$ cat src/rtl/core/spf_pkg.sv
// Package of the smallest-prime-factor sieve: widths, codes, state type.
// Depends on nothing; used by the top level, the divider, the checker and the testbench.
`default_nettype none
package spf_pkg;
   localparam int MaxValue    = 4096;
   localparam int MaxDivisors = 48;
   localparam int ValW        = 13;
   localparam int TabDepth    = MaxValue / 2 + 1;
   localparam int TabAw       = $clog2(TabDepth);
   localparam int FacW        = 7;
   localparam int ListAw      = $clog2(MaxDivisors);
   localparam int CntW        = $clog2(MaxDivisors + 1);
   localparam int WideW       = 2 * ValW;

   localparam logic [1:0] StatOk       = 2'd0;
   localparam logic [1:0] StatRange    = 2'd1;
   localparam logic [1:0] StatNotBuilt = 2'd2;

   localparam logic ReqBuild = 1'b0;
   localparam logic ReqEnum  = 1'b1;

   typedef enum logic [4:0] {
      ST_IDLE, ST_CLEAR, ST_PNEXT, ST_PRD, ST_PCHK, ST_MMARK, ST_MRD, ST_MCHK,
      ST_BDONE, ST_ERR, ST_EINIT, ST_FACT, ST_FRD, ST_FCHK, ST_DIV, ST_POW,
      ST_LRD, ST_LMUL, ST_LWR, ST_EMIT_RD, ST_EMIT_LD, ST_EMIT
   } state_type;

   typedef struct packed {
      logic start;
      logic [ValW-1:0] dividend;
      logic [ValW-1:0] divisor;
   } div_req_type;

   typedef struct packed {
      logic busy;
      logic done;
      logic [ValW-1:0] quotient;
      logic [ValW-1:0] remainder;
   } div_rsp_type;
endpackage
`default_nettype wire

$ cat src/rtl/core/spf_div.sv
// Restoring divider, one quotient bit per cycle, shared by the sequencer.
// Depends on spf_pkg.
`default_nettype none
module spf_div
   import spf_pkg::*;
(
   input  wire logic        clock,
   input  wire logic        reset,
   input  wire div_req_type req,
   output      div_rsp_type rsp
);
   localparam int BitCntW = $clog2(ValW + 1);

   logic [ValW-1:0]    quo_ff, quo_in;
   logic [ValW:0]      rem_ff, rem_in;
   logic [ValW-1:0]    den_ff, den_in;
   logic [BitCntW-1:0] cnt_ff, cnt_in;
   logic               busy_ff, busy_in;
   logic               done_ff, done_in;
   logic [ValW:0]      trial;

   always_comb begin
      quo_in  = quo_ff;
      rem_in  = rem_ff;
      den_in  = den_ff;
      cnt_in  = cnt_ff;
      busy_in = busy_ff;
      done_in = 1'b0;
      trial   = {rem_ff[ValW-1:0], quo_ff[ValW-1]} - {1'b0, den_ff};
      if (req.start) begin
         quo_in  = req.dividend;
         rem_in  = '0;
         den_in  = req.divisor;
         cnt_in  = BitCntW'(ValW);
         busy_in = 1'b1;
      end else if (busy_ff) begin
         if (!trial[ValW]) begin
            rem_in = trial;
            quo_in = {quo_ff[ValW-2:0], 1'b1};
         end else begin
            rem_in = {rem_ff[ValW-1:0], quo_ff[ValW-1]};
            quo_in = {quo_ff[ValW-2:0], 1'b0};
         end
         cnt_in = cnt_ff - 1'b1;
         if (cnt_ff == BitCntW'(1)) begin
            busy_in = 1'b0;
            done_in = 1'b1;
         end
      end
   end

   always_ff @(posedge clock) begin
      if (reset) begin
         busy_ff <= 1'b0;
         done_ff <= 1'b0;
         cnt_ff  <= '0;
      end else begin
         busy_ff <= busy_in;
         done_ff <= done_in;
         cnt_ff  <= cnt_in;
      end
      quo_ff <= quo_in;
      rem_ff <= rem_in;
      den_ff <= den_in;
   end

   assign rsp.busy      = busy_ff;
   assign rsp.done      = done_ff;
   assign rsp.quotient  = quo_ff;
   assign rsp.remainder = rem_ff[ValW-1:0];
endmodule
`default_nettype wire

$ cat config.mk
export PLATFORM = sky130hd
export DESIGN_NAME = spf_div
export DESIGN_NICKNAME = d
export VERILOG_FILES = /design/src/rtl/core/spf_pkg.sv /design/src/rtl/core/spf_div.sv
export SDC_FILE = /design/constraint.sdc
export NUM_CORES = 1
export LEC_CHECK = 0
export ABC_CLOCK_PERIOD_IN_PS = 3300
export BUFFER_PORTS_ARGS = -buffer_cell sky130_fd_sc_hd__buf_2
export CORE_MARGIN = 5
export CORE_UTILIZATION = 47
export CTS_CLUSTER_DIAMETER = 120
export CTS_CLUSTER_SIZE = 12
export DETAILED_ROUTE_END_ITERATION = 10
export GPL_ROUTABILITY_DRIVEN = 0
export HOLD_SLACK_MARGIN = 0.03
export PLACE_DENSITY = 0.72
export SLEW_MARGIN = 20
export SYNTH_ARGS = -nofsm -noshare
export SYNTH_HDL_FRONTEND = slang
export SYNTH_SLANG_ARGS = --single-unit
$ cat constraint.sdc
create_clock -name clock -period 3.3 [get_ports clock]
set_input_delay 0.165 -clock clock [delete_from_list [all_inputs] [get_ports clock]]
set_output_delay 0.165 -clock clock [all_outputs]
set_load 0.01 [all_outputs]
==> flow_summary.toml <==
[critical_path]
reg2reg_depth = 7
cp-end-kind = "flop"
crit_type = "reg -> reg"
r2r_setup_slack_ps = 500
path_max_fanout = 13
critPathRequiredTime_ps = 3520
worstSetupStartpointType = "flop"
regToRegStartpoint = "rem_ff[6]"
rr_endpoint = "rem_ff[9]"
arrival_ps = 3020

[final_layout]
final_area_um2 = 3140
final_layout_size_suffix_gt1_share_pct = 25.4
fillers = 510
nNetsFinal = 371
antennaDiodeCount = 0
most-common-layout-cells = "buf_2 (56), nor2_1 (27), edfxtp_1 (26)"
finish.utilization_pct = 57.5
register_area_um2 = 1160
final_common_cell = "buf_2"
multi_input_area_um2 = 1340
area_delta_synth_final_pct = 18.9

[yosys]
ys_ff_latch = 45
syn_area_per_cell_um2 = 9.87
synth.distinct_cells = 49
synth-edff-count = 26
netlist_area_um2 = 2650
async_flop_share_pct = 0
ys_seq_area_share_pct = 43.9
synth_nets = 313
syn_inst = 268
yosysWarnings = 0
ys.flop_type = "edfxtp_1"

[global_route]
grt_util_all_layers_pct = 17.8
antenna_found_initial = 0
grt_pass1_wl_um = 10400
grt.overflow.total = 0
grt_max_degree = 46
grt_pass1_vias = 2176

[clock_network]
cts_buffer_depth = 2
clkSlewWorstSetupHoldPaths_ps = 90
cts_tree = "done"
clk_latency_ps = 300
cts_sinks = 45
cts_buffers = 5
htree_levels = 2
root_buffer = "clkbuf_8"

[die]
die_area_um2 = 7230
placement_rows = 27
die_y_um = 85.0
design.core.area_um2 = 5470
boundaryPins = 57
initial_core_util_pct = 48.3
die_x_um = 85.0

[timing]
worst_pin_slew_ps = 763
setup_viol = 0
tns_ps = 0
hold_violations = 0
fin_skew_ps = 5.50
rsz0062_at_grt = "false"
finalMaxSlewViolations = 0
slew_headroom_pct = 48.8
clock.fmax_ghz = 0.358
period_share_pct = 84.7
min_period_ps = 2800

[placed_design]
placed_cell_area_um2 = 2950
port-buffer-count = 56
dpl.hpwl_um = 4510

[detailed_routing]
route.detailed.drc = 0
viasPerCell = 5.63
vias = 2248
first_pass_iters = 4
wl_per_cell_um = 15.6
ant_nets = 0
wirelength_um = 6230
drtIter0Drc = 149

[hold_path]
hold_end = "den_ff[3]"
whs_path_depth = 1
hp-class = "in -> reg"
min_from = "req[3]"

[pwr]
leakage_uw = 0.00131
power_density_nw_per_um2 = 466
vdd_drop_max_mv = 0.244

[job]
drv_cap = 0

[run_status]
status = "complete, no violations"
## worst max-delay path, cell delays in order (launching register included)
cell	delay (ps)
dfxtp_1	360
ha_1	400
and3_1	210
nand3_1	150
a2111oi_4	530
nor3_2	240
or4b_1	550
a311oi_1	260
## cell families (layout without fill, tap and decap cells)
family | count (synthesis) | after routing | share of synthesized area, %
xor gates and xnor gates | 5 | 5 | 1.66
AOI/OAI and AO/OA | 71 | 71 | 19.4
adders and majority gates | 16 | 16 | 7.85
buffers and inverters | 36 | 95 | 5.58
DFF | 45 | 45 | 43.9
and+or+nand+nor | 82 | 82 | 16.1
muxes | 13 | 13 | 5.53
## registers in the layout, summed over array words and instances (netlist names)
signal   flops
den_ff      13
done_ff      1
busy_ff      1
quo_ff      13
rem_ff      13
cnt_ff       4
## layer usage
| metal | part of all wire (%) | vias up | track usage (%) |
|---|---|---|---|
| li1 | - | 1126 | - |
| met1 | 44 | 1066 | 22.4 |
| met2 | 51 | 48 | 30.4 |
| met3 | 3.7 | 8 | 3.01 |
| met4 | 1.6 | 0 | 6.47 |
| met5 | 0 | - | 0 |
## metrics by stage
stage          instances  hold slack [ps]  power, µW  worst slack, ps
6_report             399             40.8       1460              504
5_1_grt              399             31.9       1560              255
4_1_cts              396             31.5       1470              516
3_5_place_dp         381              343       1110              518
3_3_place_gp         381              342       1100              635
2_1_floorplan        268              234        992              899
## cells in the mapped netlist (3+ instances only)
library cell,count,area [µm²]
nor2_1,27,101
edfxtp_1,26,781
dfxtp_1,19,380
inv_1,19,71.3
a21oi_1,15,75.1
ha_1,15,188
mux2_2,13,146
nand3_1,12,60.1
clkbuf_1,9,33.8
o21ai_1,9,45.0
nand2_1,8,30.0
a311oi_1,7,61.3
nor3_1,7,35.0
o2111ai_1,7,61.3
o21ai_0,6,30.0
and3_1,4,25.0
buf_2,4,20.0
o21a_1,4,30.0
a211oi_1,3,22.5
nor2b_1,3,18.8
nor4_1,3,18.8
o311a_1,3,30.0
o31a_1,3,26.3
o31ai_1,3,22.5
or4_1,3,22.5
xor2_1,3,26.3
## final cells by class
cell class,count,share of cell area [%]
Inverter,19,2.27
Clock buffer,5,2.19
Clock inverter,3,0.676
Timing Repair Buffer,68,12.6
Sequential cell,45,36.9
Multi-Input combinational cell,187,42.5
Tap cell,72,2.87
## power by group
part / internal [µW] / switching [µW]
clock network: 151 / 204
logic: 176 / 244
registers: 653 / 36.6
## timing repair
action                                 in CTS  in global routing
hold buffers                                7                  3
endpoints found under the hold margin       7                  3
resized for setup                           0                  0
setup buffers                               0                  0
## worst max-delay path by stage
stage / startpoint / to / slack (ps) / depth (start not counted)
after floorplan: quo_ff[12] / rem_ff[4] / 900 / 8
after global routing: den_ff[1] / rem_ff[1] / 250 / 8
after global placement: den_ff[1] / rem_ff[7] / 640 / 8
final: rem_ff[6] / rem_ff[9] / 500 / 7
after detailed placement: rem_ff[6] / rem_ff[9] / 520 / 7
after CTS: rem_ff[6] / rem_ff[9] / 520 / 7
No activity file was read; power rests on OpenSTA's default activity.
