File: config.mk
export PLATFORM = sky130hd
export DESIGN_NAME = spf_ram
export DESIGN_NICKNAME = d
export VERILOG_FILES = /design/src/rtl/core/spf_ram.sv
export SDC_FILE = /design/constraint.sdc
export NUM_CORES = 1
export LEC_CHECK = 0
export BUFFER_PORTS_ARGS = -buffer_cell sky130_fd_sc_hd__buf_2
export CAP_MARGIN = 30
export CORE_AREA = 4 4 112 114
export CTS_BUF_LIST = sky130_fd_sc_hd__clkbuf_2 sky130_fd_sc_hd__clkbuf_4 sky130_fd_sc_hd__clkbuf_8
export DETAILED_ROUTE_END_ITERATION = 8
export DIE_AREA = 0 0 116 118
export GPL_ROUTABILITY_DRIVEN = 0
export HOLD_SLACK_MARGIN = 0.08
export PLACE_DENSITY = 0.72
export REMOVE_ABC_BUFFERS = 1
export SKIP_LAST_GASP = 1
export SLEW_MARGIN = 15
export SYNTH_ARGS = -nofsm -noshare
export SYNTH_HDL_FRONTEND = slang
export SYNTH_SLANG_ARGS = --single-unit
File: constraint.sdc
create_clock -name clock -period 4.25 [get_ports clock]
set_input_delay 0.2125 -clock clock [delete_from_list [all_inputs] [get_ports clock]]
set_output_delay 0.2125 -clock clock [all_outputs]
set_load 0.01 [all_outputs]
File: src/rtl/core/spf_ram.sv
// Generic single-port-write, single-read RAM with registered read data.
// Depends on nothing.
`default_nettype none
module spf_ram #(
   parameter int Width = 8,
   parameter int Depth = 16
) (
   input  wire logic                     clock,
   input  wire logic                     wr_en,
   input  wire logic [$clog2(Depth)-1:0] wr_addr,
   input  wire logic [Width-1:0]         wr_data,
   input  wire logic [$clog2(Depth)-1:0] rd_addr,
   output      logic [Width-1:0]         rd_data
);
   logic [Width-1:0] mem_ff [Depth];

   always_ff @(posedge clock) begin
      if (wr_en) begin
         mem_ff[wr_addr] <= wr_data;
      end
      rd_data <= mem_ff[rd_addr];
   end
endmodule
`default_nettype wire

==> impl_results.md, run 1 <==
- Max-cap check violation count: 0
- Floorplan core area: 11,400 um2
- Final min period: 1.71 ns
- Synthesis Warnings: 0
- Setup Skew: 0.0108 ns
- Die area: 13,700 um2
- Path type of the worst setup path: in -> reg
- Status: finished, final reports clean
- Number of nets in the finished design: 291
- Wirelength, routed: 9770 um
- Relative slew slack: 0.376
- Pwr Density: 449 nW/um2
- Mean instance size in the synthesized netlist: 22.5 um2
- Final-report max-slew violation count: 0
- Endpoints failing hold: 0
- Startpoint of the worst-slack reg-to-reg timing path: mem_ff[3][6]$_DFFE_PP_
- Maximum clock path buffer count: 2
- Starting density of the core: 0.451
- Total negative slack for setup checks: 0 ns
- Die boundary width: 116 um
- Portion of the post-synthesis area used by sequential elements: 0.778
- Syn-to-layout area delta: 13.1%
- Hold WS: 0.155 ns
- Worst path required time: 4.57 ns
- Post-placement setup slack: 2.08 ns
- Number of rows created at floorplan: 39
- Grt total ovfl: 0
- R2R depth: 3
- Post-synthesis instance total: 229
- Average wire per standard cell: 22.8 um
- Number of global-route vias before repair: 2,425
- Antenna violations before repair: 0
- Netlist cell types: 19
- Clock network latency to the later pin of the worst-skew pair: 0.44 ns
- Timing-limited maximum frequency: 586 MHz
- Buffer cell driving the clock tree root: clkbuf_8
- Routed via count divided by cell count: 5.73
- Number of setup violations in the final report: 0
- Wire length of the first global-routing pass: 14,700 um
- Critical register-to-register path endpoint: rd_data[6]$_DFF_P_
- Worst reg-to-reg setup slack: 2.82 ns
- Area of the mapped netlist: 5150 um2
- CTS clock-pin slew for the worst setup and hold paths: 0.08 ns
- Count of hold-fix buffers inserted at cts: 0
- Measured slew at the worst slew-check pin: 0.933 ns
- Flip-flop and latch count after synthesis: 136
- Die Height: 118 um
- CTS tree: done
- Crit. End Element: flip-flop
- Number of gates resized after CTS: 0
- Antenna-violating nets left: 0
- Final worst setup slack: 2.54 ns
- Number of clock sinks: 136
- Setup repair after global routing missed its margin: false
- Number of buffers created by CTS: 17
- I/O Buffers: 25
- Worst hold start: wr_data[2]
- Maximum VDD drop: 0.000262 V
- Via count: 2,458
- Maximum fanout along the worst path: 20
- Worst endpoint data arrival time: 2.03 ns
- Postcts setup bufs: 0
- Fraction of layout instances using a drive strength above 1: 0.308
- Detailed-placement wirelength estimate: 6200 um
- Total power draw: 2610 uW
- Hold-critical path endpoint: mem_ff[5][2]$_DFFE_PP_
- Number of antenna cells inserted: 0
- Final cycle utilization of the critical path: 0.401
- Global-route usage over all layers: 0.153
- H-Tree Level Count: 4
- Ports placed on the boundary: 26
- Count of unresolved DRC violations after routing: 0
- Violation count after the first detailed-route iteration: 257
- Critical path launch point type: input port
- Worst Hold Path Cells: 1
- Tightest Hold Check Type: in -> reg
- Largest net degree at the start of global routing: 33
- Leak: 0.00193 uW
- Count of TritonRoute iterations in the first routing pass: 5
## stage by stage
stage	cell area, um2	util	instances
floorplan	5060	-	219
global placement	5390	0.472	390
detailed placement	5420	0.475	393
CTS	5780	0.507	425
global route	5820	0.510	429
finish	5820	0.510	429
## cell families after synthesis
kind of cell	after synthesis	synth area share
AO/OA/AOI/OAI	16	0.0233
flip-flops	136	0.778
AND/OR/NAND/NOR	35	0.0318
multiplexers	32	0.150
buffers and inverters	10	0.0168
## state kept, by name, summed over array words and instances, names as in the netlist
| signal | count |
|---|---|
| mem_ff | 128 |
| rd_data | 8 |
## cell type report
cell class | count | area, um2
timing repair buffer | 35 | 208
clock buffer | 17 | 234
multi-input combinational | 83 | 1070
sequential | 136 | 4000
clock inverter | 15 | 130
fill | 891 | 5600
tap | 143 | 179
## cells in the mapped netlist, drive strengths merged
cell / instances / share of area
and2b: 1 / 0.0015
clkdlybuf4s25: 3 / 0.0058
nand2: 9 / 0.0066
nor2: 13 / 0.0095
nand3: 1 / 0.00097
buf: 7 / 0.011
nand3b: 2 / 0.0029
edfxtp: 128 / 0.75
and2: 1 / 0.0012
nor2b: 1 / 0.0012
or3b: 1 / 0.0017
nand2b: 2 / 0.0024
a22oi: 16 / 0.023
nor3: 4 / 0.0039
mux4: 32 / 0.15
dfxtp: 8 / 0.031
## how the worst max path moves through the flow
| stage | start | end | slack [ns] | cells past startpoint |
|---|---|---|---|---|
| floorplan | wr_addr[2] | mem_ff[0][0]$_DFFE_PP_ | 2.54 | 2 |
| global placement | wr_addr[2] | mem_ff[0][2]$_DFFE_PP_ | 1.97 | 3 |
| detailed placement | rd_addr[0] | rd_data[0]$_DFF_P_ | 2.08 | 5 |
| CTS | rd_addr[0] | rd_data[0]$_DFF_P_ | 2.54 | 5 |
| global route | rd_addr[0] | rd_data[0]$_DFF_P_ | 2.42 | 5 |
| finish | rd_addr[0] | rd_data[0]$_DFF_P_ | 2.54 | 5 |
## metal layers
metal,track usage,share of wire
met2,0.200,0.44
met4,0.0566,0.017
met3,0.0478,0.083
met5,0,0
met1,0.238,0.46
## placed cells by master, fill, tap and decap left out, types with 2 or more instances in the layout
cell and count:
buf_6 2, clkinvlp_4 2, mux4_1 14, edfxtp_1 128, nand2_1 9, nand3b_1 2, mux4_2 18, nor3_1 2
nor2_1 13, inv_8 2, nand2b_1 2, buf_2 25, buf_4 8, a22oi_1 16, nor3_2 2, inv_6 9
clkbuf_8 17, dfxtp_1 8
## critical path: stages
cell and delay, ns:
buf_2 0.52, buf_4 0.37, mux4_1 0.60, a22oi_1 0.23
nand2_1 0.08
## where the power goes
part / internal (uW) / total [uW] / leakage (uW) / switching [uW]
sequential: 1500 / 1510 / 0.00122 / 9.58
clock: 427 / 973 / 0.000183 / 546
combinational: 55.6 / 133 / 0.000527 / 77.8
Power figures use the tool's default switching activity.
==> inputs of run 2 (changes only) <==
--- a/config.mk
+++ b/config.mk
@@ -13,7 +13,7 @@
 export DIE_AREA = 0 0 116 118
 export GPL_ROUTABILITY_DRIVEN = 0
 export HOLD_SLACK_MARGIN = 0.08
-export PLACE_DENSITY = 0.72
+export PLACE_DENSITY = 0.74
 export REMOVE_ABC_BUFFERS = 1
 export SKIP_LAST_GASP = 1
 export SLEW_MARGIN = 15
==> constraint.sdc (replaced) <==
create_clock -name clock -period 1.38 [get_ports clock]
set_input_delay 0.069 -clock clock [delete_from_list [all_inputs] [get_ports clock]]
set_output_delay 0.069 -clock clock [all_outputs]
set_load 0.01 [all_outputs]
==> run 2 against run 1 <==
Compared with the run above:
- first-iteration DRC count grew 3.5%
- die area is the same
- clock skew shrank 0.00098 ns
- routed wire length grew 4.3%
- non-clock buffer count grew 20
- register-to-register slack lost 2.8 ns
- clock power grew to 3.3 times the previous value
- sequential share of layout area shrank 2.9 points
- design area grew 4.3%
- largest power group unchanged
==> impl_results.md, run 2 (same netlist as run 1, synthesis figures left out) <==
- Worst endpoint data arrival time: 1.64 ns
- Buffer cell driving the clock tree root: clkbuf_8
- Maximum VDD drop: 0.000668 V
- Maximum clock path buffer count: 2
- Final min period: 1.32 ns
- Leak: 0.00206 uW
- Count of unresolved DRC violations after routing: 0
- Average wire per standard cell: 22.7 um
- Violation count after the first detailed-route iteration: 266
- Via count: 2,478
- Detailed-placement wirelength estimate: 6370 um
- Fraction of layout instances using a drive strength above 1: 0.327
- Top flop regs: mem_ff: 128 flops, rd_data: 8 flops
- Die Height: 118 um
- Count of TritonRoute iterations in the first routing pass: 4
- Grt total ovfl: 0
- Number of antenna cells inserted: 0
- Worst path required time: 1.69 ns
- Setup repair after global routing missed its margin: false
- Final-report max-slew violation count: 0
- Max FFs per register: 128
- Setup Skew: 0.00981 ns
- Top register by number of flip-flops: mem_ff
- Startpoint of the worst-slack reg-to-reg timing path: mem_ff[9][3]$_DFFE_PP_
- Critical register-to-register path endpoint: rd_data[3]$_DFF_P_
- Final cycle utilization of the critical path: 0.959
- Antenna violations before repair: 0
- Number of nets in the finished design: 311
- Maximum fanout along the worst path: 1
- Critical path capture point: rd_data[3]$_DFF_P_
- Wirelength, routed: 10,200 um
- R2R depth: 3
- Pwr Density: 1380 nW/um2
- Largest net degree at the start of global routing: 21
- Relative slew slack: 0.390
- Post-placement setup slack: -0.0898 ns
- Antenna-violating nets left: 0
- Floorplan core area: 11,400 um2
- Routed via count divided by cell count: 5.52
- Critical path launch point type: flip-flop
- Postcts setup bufs: 0
- Timing-limited maximum frequency: 756 MHz
- Final worst setup slack: 0.0569 ns
- Syn-to-layout area delta: 18.0%
- Critical Path Start: mem_ff[9][3]$_DFFE_PP_
- I/O Buffers: 25
- Die boundary width: 116 um
- Number of global-route vias before repair: 2,547
- Total power draw: 8360 uW
- Endpoints failing hold: 0
- Worst reg-to-reg setup slack: 0.06 ns
- Global-route usage over all layers: 0.160
- Post-placement cell area: 5580 um2
- CTS clock-pin slew for the worst setup and hold paths: 0.07 ns
- Max-cap check violation count: 0
- Ports placed on the boundary: 26
- Die area: 13,700 um2
- H-Tree Level Count: 4
- Tightest Hold Check Type: in -> reg
- Crit. End Element: flip-flop
- Number of rows created at floorplan: 39
- Path type of the worst setup path: reg -> reg
- Number of setup violations in the final report: 0
- Measured slew at the worst slew-check pin: 0.912 ns
- Number of clock sinks: 136
- Most common cell after layout, fill and taps aside: edfxtp_1
- Clock network latency to the later pin of the worst-skew pair: 0.43 ns
- Leading cell types in the layout, fill and taps excluded: edfxtp_1 (128), buf_2 (25), mux4_2 (18), buf_4 (18), clkbuf_8 (17)
- Wire length of the first global-routing pass: 15,300 um
- Status: finished, final reports clean
- Starting density of the core: 0.451
- Number of buffers created by CTS: 17
- CTS tree: done
- Final non-filler cell area: 6070 um2
run 2: cell types whose count changed in the layout (fill, tap and decap cells not counted), moves of 3 or more:
cell,delta
clkinv_2,+4
buf_12,+4
a22oi_2,+3
buf_4,+10
dlygate4sd3_1,+8
a22oi_1,-3
inv_6,-9
bufinv_16,+3
run 2: final cells by class:
| type | count | area, um2 |
|---|---|---|
| fill | 883 | 5340 |
| sequential | 136 | 4000 |
| multi-input combinational | 83 | 1070 |
| timing repair buffer | 55 | 420 |
| clock buffer | 18 | 241 |
| tap | 143 | 179 |
| clock inverter | 14 | 158 |
run 2: worst max-delay path: stages, from the launching register on:
cell and delay [ns]:
edfxtp_1 0.36, mux4_1 0.54, a22oi_2 0.25, nand2_1 0.07
run 2: worst min-delay path by stage:
stage	from	to	slack, ns	cells after the start
after floorplan	wr_data[0]	mem_ff[0][0]$_DFFE_PP_	0.17	0
after global placement	wr_data[1]	mem_ff[8][1]$_DFFE_PP_	0.44	1
after detailed placement	wr_data[4]	mem_ff[15][4]$_DFFE_PP_	0.46	1
after CTS	wr_addr[0]	mem_ff[5][1]$_DFFE_PP_	0.16	3
after global routing	wr_addr[0]	mem_ff[5][1]$_DFFE_PP_	0.17	3
final	wr_addr[0]	mem_ff[5][1]$_DFFE_PP_	0.18	3
run 2: through the flow:
stage / hold WS (ns) / std cells / utilization / setup TNS [ns]
after floorplan: 0.168 / 219 / - / -1.45
after global placement: 0.440 / 409 / 0.489 / -0.461
after detailed placement: 0.455 / 409 / 0.489 / -0.539
after CTS: 0.155 / 449 / 0.531 / 0
after global routing: 0.170 / 449 / 0.532 / 0
final: 0.183 / 449 / 0.532 / 0
run 2: timing repair:
action	CTS	global route
pin swaps	0	0
hold buffers	8	0
resized for setup	1	2
endpoints found under the setup margin	1	2
hold endpoints to repair	128	0
run 2: routing by layer:
layer,vias to the layer above,routed length [um],GRT usage
met5,-,0,0
met4,0,140,0.0558
met3,14,583,0.0514
met2,84,4950,0.232
met1,1278,4520,0.230
li1,1102,-,-
run 2: report_power, final:
part / switching [uW] / internal, uW / total (uW)
clock: 1470 / 1780 / 3250
sequential: 27.2 / 4610 / 4640
combinational: 254 / 216 / 470
total: 1750 / 6610 / 8360
